### config.mk
export PLATFORM = sky130hd
export DESIGN_NAME = per_source_fixed_window_limiter_top
export DESIGN_NICKNAME = d
export VERILOG_FILES = /design/src/rtl/fwl_pkg.sv /design/src/rtl/fwl_fifo.sv /design/src/rtl/fwl_engine.sv /design/src/rtl/per_source_fixed_window_limiter_top.sv
export VERILOG_INCLUDE_DIRS = /design/src /design/src/rtl
export SDC_FILE = /design/constraint.sdc
export NUM_CORES = 2
export LEC_CHECK = 0
export ABC_CLOCK_PERIOD_IN_PS = 15450
export BUFFER_PORTS_ARGS = -buffer_cell sky130_fd_sc_hd__buf_4
export CORE_ASPECT_RATIO = 1.75
export CORE_MARGIN = 4
export CORE_UTILIZATION = 55
export DETAILED_ROUTE_END_ITERATION = 10
export PLACE_DENSITY = 0.76
export SLEW_MARGIN = 5
export SYNTH_ARGS = -nofsm -noshare
export SYNTH_HDL_FRONTEND = slang
export SYNTH_HIERARCHICAL = 1
export SYNTH_MEMORY_MAX_BITS = 65536
export SYNTH_SLANG_ARGS = --single-unit
### constraint.sdc
create_clock -name clock -period 15.45 [get_ports clock]
set_input_delay 3.09 -clock clock [delete_from_list [all_inputs] [get_ports clock]]
set_output_delay 3.09 -clock clock [all_outputs]
set_load 0.03 [all_outputs]
### src/rtl/per_source_fixed_window_limiter_top_defines.svh
// ----------------------------------------------------------------------------
// Assertion macros for the per-source fixed-window limiter
// Concurrent checks that compile away when ASSERT_OFF is defined.
// ----------------------------------------------------------------------------
`ifndef PER_SOURCE_FIXED_WINDOW_LIMITER_TOP_DEFINES_SVH
`define PER_SOURCE_FIXED_WINDOW_LIMITER_TOP_DEFINES_SVH

`ifndef ASSERT_OFF
// ante implies cons in the same cycle
`define FWL_ASSERT_IMPL(lbl, clk, rst, ante, cons, msg) \
   lbl: assert property (@(posedge clk) disable iff (rst) (ante) |-> (cons)) \
      else $error(msg);
// cond implies nxt in the following cycle
`define FWL_ASSERT_NEXT(lbl, clk, rst, cond, nxt, msg) \
   lbl: assert property (@(posedge clk) disable iff (rst) (cond) |=> (nxt)) \
      else $error(msg);
// cond never holds
`define FWL_ASSERT_NEVER(lbl, clk, rst, cond, msg) \
   lbl: assert property (@(posedge clk) disable iff (rst) !(cond)) \
      else $error(msg);
`else
`define FWL_ASSERT_IMPL(lbl, clk, rst, ante, cons, msg)
`define FWL_ASSERT_NEXT(lbl, clk, rst, cond, nxt, msg)
`define FWL_ASSERT_NEVER(lbl, clk, rst, cond, msg)
`endif

`endif

### src/rtl/fwl_pkg.sv
// ----------------------------------------------------------------------------
// fwl_pkg
// Types and constants shared by the fixed-window limiter modules.
// ----------------------------------------------------------------------------
package fwl_pkg;

   localparam int CSR_IDX_W  = 1;
   localparam int CSR_DATA_W = 16;

   localparam logic [CSR_IDX_W-1:0] CSR_MAX_PER_WINDOW = 1'b0;
   localparam logic [CSR_IDX_W-1:0] CSR_WINDOW_SECONDS = 1'b1;

   localparam logic [7:0]  MAX_PER_WINDOW_RESET = 8'd10;
   localparam logic [15:0] WINDOW_SECONDS_RESET = 16'd60;

   typedef struct packed {
      logic [31:0] source_address;
      logic [31:0] now_seconds;
   } req_type;

   typedef struct packed {
      logic       allowed;
      logic [7:0] count_in_window;
      logic       table_full;
   } rsp_type;

   typedef struct packed {
      logic [7:0]  max_per_window;
      logic [15:0] window_seconds;
   } cfg_type;

   typedef struct packed {
      logic clearing;
      logic walking;
   } stat_type;

   typedef struct packed {
      logic        valid;
      logic [31:0] source;
      logic [31:0] window_start;
      logic [7:0]  count;
   } entry_type;

endpackage

### src/rtl/fwl_fifo.sv
// ----------------------------------------------------------------------------
// fwl_fifo
// Two-entry queue; decouples the request side, the table engine and the
// result side.
// ----------------------------------------------------------------------------
module fwl_fifo #(
   parameter int WIDTH = 1
) (
   input  logic             clock,
   input  logic             reset,
   input  logic             push,
   input  logic [WIDTH-1:0] wdata,
   output logic             full,
   input  logic             pop,
   output logic [WIDTH-1:0] rdata,
   output logic             empty
);

   localparam int DEPTH = 2;

   logic [WIDTH-1:0] slot_ff [DEPTH];
   logic             wr_ptr_ff;
   logic             rd_ptr_ff;
   logic [1:0]       count_ff;
   logic [1:0]       count_in;
   logic             do_push;
   logic             do_pop;

   assign full    = (count_ff == 2'(DEPTH));
   assign empty   = (count_ff == 2'd0);
   assign do_push = push & ~full;
   assign do_pop  = pop & ~empty;
   assign rdata   = slot_ff[rd_ptr_ff];

   always_comb begin
      case ({do_push, do_pop})
         2'b10:   count_in = count_ff + 2'd1;
         2'b01:   count_in = count_ff - 2'd1;
         default: count_in = count_ff;
      endcase
   end

   always_ff @(posedge clock) begin
      if (reset) begin
         wr_ptr_ff <= 1'b0;
         rd_ptr_ff <= 1'b0;
         count_ff  <= 2'd0;
      end else begin
         count_ff <= count_in;
         if (do_push) begin
            wr_ptr_ff <= wr_ptr_ff + 1'b1;
         end
         if (do_pop) begin
            rd_ptr_ff <= rd_ptr_ff + 1'b1;
         end
      end
   end

   always_ff @(posedge clock) begin
      if (do_push) begin
         slot_ff[wr_ptr_ff] <= wdata;
      end
   end

endmodule

### src/rtl/fwl_engine.sv
// ----------------------------------------------------------------------------
// fwl_engine
// Table engine: walks every entry once per request, frees expired windows,
// finds the source or the lowest free entry, then updates at most one entry.
// ----------------------------------------------------------------------------
module fwl_engine import fwl_pkg::*; #(
   parameter int TABLE_ENTRIES = 64
) (
   input  logic     clock,
   input  logic     reset,
   input  cfg_type  cfg,
   input  logic     req_empty,
   input  req_type  req_data,
   output logic     req_pop,
   input  logic     rsp_full,
   output logic     rsp_push,
   output rsp_type  rsp_data,
   output stat_type status
);

   localparam int IDX_W = $clog2(TABLE_ENTRIES);
   localparam logic [IDX_W-1:0] LAST_IDX  = IDX_W'(TABLE_ENTRIES - 1);
   localparam logic [IDX_W:0]   NUM_ENTRY = (IDX_W+1)'(TABLE_ENTRIES);

   typedef enum logic [3:0] {
      ST_CLEAR  = 4'b0001,
      ST_IDLE   = 4'b0010,
      ST_WALK   = 4'b0100,
      ST_UPDATE = 4'b1000
   } state_type;

   entry_type table_mem [TABLE_ENTRIES];

   state_type        state_ff,     state_in;
   logic [IDX_W-1:0] clr_ff,       clr_in;
   logic [IDX_W:0]   issue_ff,     issue_in;
   logic             chk_vld_ff,   chk_vld_in;
   logic [IDX_W-1:0] chk_idx_ff,   chk_idx_in;
   req_type          cur_ff,       cur_in;
   logic             found_ff,     found_in;
   logic [IDX_W-1:0] hit_idx_ff,   hit_idx_in;
   logic [31:0]      hit_start_ff, hit_start_in;
   logic [7:0]       hit_count_ff, hit_count_in;
   logic             have_free_ff, have_free_in;
   logic [IDX_W-1:0] free_idx_ff,  free_idx_in;
   entry_type        rd_data_ff;

   logic [IDX_W-1:0] rd_addr;
   logic             mem_we;
   logic [IDX_W-1:0] mem_waddr;
   entry_type        mem_wdata;
   logic [31:0]      elapsed;
   logic             expired;
   logic             live;

   // wrapping elapsed time against the registered read of the checked entry
   assign elapsed = cur_ff.now_seconds - rd_data_ff.window_start;
   assign expired = (elapsed >= {16'd0, cfg.window_seconds});
   assign live    = rd_data_ff.valid & ~expired;
   assign rd_addr = issue_ff[IDX_W-1:0];

   assign status.clearing = (state_ff == ST_CLEAR);
   assign status.walking  = (state_ff == ST_WALK);

   always_comb begin
      state_in     = state_ff;
      clr_in       = clr_ff;
      issue_in     = issue_ff;
      chk_vld_in   = 1'b0;
      chk_idx_in   = chk_idx_ff;
      cur_in       = cur_ff;
      found_in     = found_ff;
      hit_idx_in   = hit_idx_ff;
      hit_start_in = hit_start_ff;
      hit_count_in = hit_count_ff;
      have_free_in = have_free_ff;
      free_idx_in  = free_idx_ff;
      req_pop      = 1'b0;
      rsp_push     = 1'b0;
      rsp_data     = '0;
      mem_we       = 1'b0;
      mem_waddr    = clr_ff;
      mem_wdata    = '0;

      case (state_ff)
         ST_CLEAR: begin
            mem_we    = 1'b1;
            mem_waddr = clr_ff;
            clr_in    = clr_ff + 1'b1;
            if (clr_ff == LAST_IDX) begin
               state_in = ST_IDLE;
            end
         end
         ST_IDLE: begin
            issue_in     = '0;
            found_in     = 1'b0;
            have_free_in = 1'b0;
            if (!req_empty && !rsp_full) begin
               req_pop  = 1'b1;
               cur_in   = req_data;
               state_in = ST_WALK;
            end
         end
         ST_WALK: begin
            if (issue_ff < NUM_ENTRY) begin
               issue_in   = issue_ff + 1'b1;
               chk_vld_in = 1'b1;
               chk_idx_in = rd_addr;
            end
            if (chk_vld_ff) begin
               // free an expired window on the way past
               if (rd_data_ff.valid && expired) begin
                  mem_we          = 1'b1;
                  mem_waddr       = chk_idx_ff;
                  mem_wdata       = rd_data_ff;
                  mem_wdata.valid = 1'b0;
               end
               if (live && !found_ff &&
                   (rd_data_ff.source == cur_ff.source_address)) begin
                  found_in     = 1'b1;
                  hit_idx_in   = chk_idx_ff;
                  hit_start_in = rd_data_ff.window_start;
                  hit_count_in = rd_data_ff.count;
               end
               if (!live && !have_free_ff) begin
                  have_free_in = 1'b1;
                  free_idx_in  = chk_idx_ff;
               end
               if (chk_idx_ff == LAST_IDX) begin
                  state_in = ST_UPDATE;
               end
            end
         end
         ST_UPDATE: begin
            rsp_push = 1'b1;
            state_in = ST_IDLE;
            if (found_ff) begin
               if (hit_count_ff >= cfg.max_per_window) begin
                  rsp_data.allowed         = 1'b0;
                  rsp_data.count_in_window = hit_count_ff;
               end else begin
                  rsp_data.allowed          = 1'b1;
                  rsp_data.count_in_window  = hit_count_ff + 8'd1;
                  mem_we                    = 1'b1;
                  mem_waddr                 = hit_idx_ff;
                  mem_wdata.valid           = 1'b1;
                  mem_wdata.source          = cur_ff.source_address;
                  mem_wdata.window_start    = hit_start_ff;
                  mem_wdata.count           = hit_count_ff + 8'd1;
               end
            end else if (have_free_ff) begin
               rsp_data.allowed         = 1'b1;
               rsp_data.count_in_window = 8'd1;
               mem_we                   = 1'b1;
               mem_waddr                = free_idx_ff;
               mem_wdata.valid          = 1'b1;
               mem_wdata.source         = cur_ff.source_address;
               mem_wdata.window_start   = cur_ff.now_seconds;
               mem_wdata.count          = 8'd1;
            end else begin
               rsp_data.table_full = 1'b1;
            end
         end
         default: begin
            state_in = ST_CLEAR;
            clr_in   = '0;
         end
      endcase
   end

   always_ff @(posedge clock) begin
      if (reset) begin
         state_ff     <= ST_CLEAR;
         clr_ff       <= '0;
         issue_ff     <= '0;
         chk_vld_ff   <= 1'b0;
         found_ff     <= 1'b0;
         have_free_ff <= 1'b0;
      end else begin
         state_ff     <= state_in;
         clr_ff       <= clr_in;
         issue_ff     <= issue_in;
         chk_vld_ff   <= chk_vld_in;
         found_ff     <= found_in;
         have_free_ff <= have_free_in;
      end
   end

   always_ff @(posedge clock) begin
      chk_idx_ff   <= chk_idx_in;
      cur_ff       <= cur_in;
      hit_idx_ff   <= hit_idx_in;
      hit_start_ff <= hit_start_in;
      hit_count_ff <= hit_count_in;
      free_idx_ff  <= free_idx_in;
   end

   // table memory: one write port, one registered read port
   always_ff @(posedge clock) begin
      if (mem_we) begin
         table_mem[mem_waddr] <= mem_wdata;
      end
      rd_data_ff <= table_mem[rd_addr];
   end

endmodule

### src/rtl/per_source_fixed_window_limiter_top.sv
// ----------------------------------------------------------------------------
// per_source_fixed_window_limiter_top
// Per-source fixed-window connection limiter with a table of sources.
//
// Channel   Direction  Handshake              Payload
// req       in         req_push / req_full    req_type  (source, now)
// rsp       out        rsp_pop / rsp_empty    rsp_type  (allowed, count, full)
// csr       in         csr_write_en           csr_index, csr_wdata
//
// Each transaction makes one pass over the table memory's single read port
// in the table engine, then passes through the update state.
// After reset a clearing pass over every table entry runs before the
// first request is taken; csr writes are taken during it.
// Two-entry queues on each side let requests and results wait while the
// engine works.
// ----------------------------------------------------------------------------
`include "per_source_fixed_window_limiter_top_defines.svh"

module per_source_fixed_window_limiter_top import fwl_pkg::*; #(
   parameter int TABLE_ENTRIES = 64
) (
   input  logic                  clock,
   input  logic                  reset,
   input  logic                  req_push,
   input  req_type               req_data,
   output logic                  req_full,
   input  logic                  rsp_pop,
   output rsp_type               rsp_data,
   output logic                  rsp_empty,
   input  logic                  csr_write_en,
   input  logic [CSR_IDX_W-1:0]  csr_index,
   input  logic [CSR_DATA_W-1:0] csr_wdata
);

   logic [7:0]  max_per_window_ff, max_per_window_in;
   logic [15:0] window_seconds_ff, window_seconds_in;

   cfg_type  cfg;
   stat_type eng_stat;
   logic     req_q_empty;
   logic     req_q_pop;
   req_type  req_q_data;
   logic     rsp_q_full;
   logic     rsp_q_push;
   rsp_type  rsp_q_data;

   always_comb begin
      max_per_window_in = max_per_window_ff;
      window_seconds_in = window_seconds_ff;
      if (csr_write_en) begin
         case (csr_index)
            CSR_MAX_PER_WINDOW: max_per_window_in = csr_wdata[7:0];
            CSR_WINDOW_SECONDS: window_seconds_in = csr_wdata[15:0];
            default: ;
         endcase
      end
   end

   always_ff @(posedge clock) begin
      if (reset) begin
         max_per_window_ff <= MAX_PER_WINDOW_RESET;
         window_seconds_ff <= WINDOW_SECONDS_RESET;
      end else begin
         max_per_window_ff <= max_per_window_in;
         window_seconds_ff <= window_seconds_in;
      end
   end

   assign cfg.max_per_window = max_per_window_ff;
   assign cfg.window_seconds = window_seconds_ff;

   fwl_fifo #(
      .WIDTH ($bits(req_type))
   ) u_req_q (
      .clock (clock),
      .reset (reset),
      .push  (req_push),
      .wdata (req_data),
      .full  (req_full),
      .pop   (req_q_pop),
      .rdata (req_q_data),
      .empty (req_q_empty)
   );

   fwl_engine #(
      .TABLE_ENTRIES (TABLE_ENTRIES)
   ) u_engine (
      .clock     (clock),
      .reset     (reset),
      .cfg       (cfg),
      .req_empty (req_q_empty),
      .req_data  (req_q_data),
      .req_pop   (req_q_pop),
      .rsp_full  (rsp_q_full),
      .rsp_push  (rsp_q_push),
      .rsp_data  (rsp_q_data),
      .status    (eng_stat)
   );

   fwl_fifo #(
      .WIDTH ($bits(rsp_type))
   ) u_rsp_q (
      .clock (clock),
      .reset (reset),
      .push  (rsp_q_push),
      .wdata (rsp_q_data),
      .full  (rsp_q_full),
      .pop   (rsp_pop),
      .rdata (rsp_data),
      .empty (rsp_empty)
   );

   `FWL_ASSERT_IMPL(a_no_take_while_clearing, clock, reset, req_q_pop,
      !eng_stat.clearing, "request taken during clearing pass")
   `FWL_ASSERT_NEVER(a_no_push_when_full, clock, reset,
      rsp_q_push && rsp_q_full, "result pushed into full queue")
   `FWL_ASSERT_NEVER(a_one_at_a_time, clock, reset,
      rsp_q_push && req_q_pop, "request taken while result pushed")
   `FWL_ASSERT_NEXT(a_single_result, clock, reset, rsp_q_push,
      !rsp_q_push && !eng_stat.walking, "back to back results from engine")

endmodule

==> summary.md <==
| Metric | Value |
|---|---|
| Tot Pwr | `28.3 mW` |
| Fin crit period | `6.97 ns` |
| CP Class | `flip-flop to flip-flop` |
| Slew margin rel. | `9.07%` |
| CTS clk-pin slew, worst paths | `roughly 0.070 ns` |
| Initial DRC Count | `15,500` |
| Synthesis warning total | `6` |
| Routed len/inst | `roughly 40 um` |
| Remaining Overflow, GRT | `0` |
| Final WL | `538 mm` |
| Gates resized, CTS repair | `0` |
| Syn_nets | `~8,200` |
| Cells after Synth | `8,089` |
| Global-route wire length before repair | `758 mm` |
| GR Util All Layers | `between 20% and 30%` |
| Final setup violation count | `0` |
| Largest net degree at the start of global routing | `189` |
| Die X | `458 um` |
| Vias/cell | `around 7` |
| Critical Path Start Type | `flip-flop` |
| Pre-antenna DRT Iters | `8` |
| Initial Utilization | `55.3%` |
| Critical Path, Cell by Cell | `inv_1 > ha_1 > fa_1 > nor2b_1 > o2111ai_1 > a21oi_1 > nor2_1 > o21ai_0 > xor2_1 > ha_1 > a21oi_1 > o22ai_1 > nor4_1 > and3_1 > nand4_1 > nor4_4 > nand4b_4 > mux2i_4 > nor3_2 > buf_4 > buf_4` |
| Avg Cell Area, Syn | `approximately 24 um^2` |
| Unrepaired setup endpoints after global routing | `no` |
| H-tree depth | `5` |
| GPL Wtd Cong | `0.914` |
| Highest-count cells in the layout ignoring fill and taps | `edfxtp_1, mux4_2, clkbuf_16` |
| Clock Tree Root | `clkbuf_16` |
| Final Max Slew Viols | `0` |
| Share of layout cells above drive strength 1 | `31.4%` |
| Fin nets | `8,608` |
| Post-CTS Setup Inserts | `0` |
| Clock tree buffer depth | `4` |
| Core area | `approximately 350,000 um^2` |
| Crit path max-delay family | `simple AND/OR/NAND/NOR gates` |
| CTS tree | `built` |
| Crit. End Element | `flip-flop` |
| Final period util | `between 40% and 50%` |
| # hold bufs at CTS | `0` |
| CP max-delay cell | `buf_4` |
| Crit path DAT | `7.53 ns` |
| Critical Path Max Stage Delay | `0.67 ns` |
| Slew @ Worst Pin | `approximately 1.4 ns` |
| Initial antenna violation count | `45` |
| Peak supply drop | `0.000105 V` |
| Min-delay worst type | `flip-flop to flip-flop` |
| Vias | `approximately 95,000` |
| Critical path fanouts, max | `40` |
| Remaining routing DRC violations | `0` |
| Max-cap violations | `0` |
| Setup TNS | `0 ns` |
| IO Count | `between 90 and 100` |
| Most common cell after layout, fill and taps aside | `edfxtp_1` |
| Post-detail-place hpwl | `289 mm` |
| DIE HEIGHT | `around 800 um` |
| Status | `complete, no violations` |
| Port buffer count | `97` |
| Leakage Power | `60.6 nW` |
| Rows | `288` |
| Total CTS buffers | `424` |
| Vias in the first global route | `roughly 97,000` |
| Synth-to-Final Area Change | `11.3%` |
| Clock latency on the worst-skew pair | `0.98 ns` |
| Critical Path RT | `16.00 ns` |
| Post-DRT Antenna Nets | `0` |
| Critical path buffer and inverter count | `3` |
| Layout Skew | `0.0666 ns` |
| Fmax | `143 MHz` |
| Count of final hold-check violations | `0` |
| Sink Count | `5,069` |
| Die area | `364,000 um^2` |
| Power Dens Cells | `130 nW/um^2` |
| Post-Syn Area | `195,000 um^2` |
-- power by group --
| group | switching (mW) | internal (mW) |
|---|---|---|
| logic | 1.33 | 0.634 |
| registers | 0.211 | 15.4 |
| clock network | 4.95 | 5.78 |
-- layer usage --
metal	track usage (%)	wire (um)
met1	37.3	172000
met2	49.3	273000
met3	6.67	60300
met4	14.7	32400
met5	0	162
-- through the flow --
step                instances  util (%)  hold WS (ns)  setup WS [ns]  cell area (um^2)
floorplan                8089         -         0.406           5.85            195000
global placement        12700      57.7         0.411           8.32            203000
detailed placement      12700      57.7         0.419           8.58            203000
CTS                     13500      61.6         0.412           8.53            217000
global route            13500      61.6         0.431           8.19            217000
finish                  13500      61.6         0.404           8.48            217000
-- registers in the layout, indices dropped and copies added (netlist names), named ones only --
| signal | flops |
|---|---|
| u_engine/chk_idx_ff | 6 |
| u_engine/clr_ff | 6 |
| u_req_q/wr_ptr_ff | 1 |
| u_req_q/rd_ptr_ff | 1 |
| window_seconds_ff | 16 |
| u_engine/issue_ff | 7 |
| u_engine/hit_count_ff | 8 |
| u_rsp_q/slot_ff | 20 |
| u_engine/rd_data_ff | 73 |
| u_engine/hit_idx_ff | 6 |
| u_engine/have_free_ff | 1 |
| u_engine/state_ff | 4 |
| u_engine/chk_vld_ff | 1 |
| u_rsp_q/count_ff | 2 |
| u_engine/hit_start_ff | 32 |
| u_rsp_q/rd_ptr_ff | 1 |
| u_rsp_q/wr_ptr_ff | 1 |
| u_engine/table_mem | 4672 |
| u_engine/found_ff | 1 |
| u_engine/free_idx_ff | 6 |
| u_req_q/count_ff | 2 |
| max_per_window_ff | 8 |
| u_req_q/slot_ff | 128 |
| u_engine/cur_ff | 64 |
-- path summary, 6_finish.rpt --
path / from / end / slack, ns / depth (start not counted)
max: u_engine/cur_ff[0]$_DFFE_PP_ / u_engine/table_mem[40][18]$_DFFE_PP_ / 8.48 / 21
max reg2reg: u_engine/cur_ff[0]$_DFFE_PP_ / u_engine/table_mem[40][18]$_DFFE_PP_ / 8.48 / 21
min reg2reg: u_engine/rd_data_ff[18]$_DFF_P_ / u_engine/hit_start_ff[10]$_DFFE_PP_ / 0.40 / 0
min: u_engine/rd_data_ff[18]$_DFF_P_ / u_engine/hit_start_ff[10]$_DFFE_PP_ / 0.40 / 0
-- area by class of cell --
type / count / area, um^2
diodes: 12 / 30.0
clock buffers: 526 / 11200
clock inverters: 265 / 2490
fillers: 22300 / 135000
inverters: 82 / 312
multi-input cells: 2519 / 43000
flip-flops and latches: 5069 / 151000
well taps: 4640 / 5810
repair buffers: 364 / 3000
No activity file was read; power rests on OpenSTA's default activity.
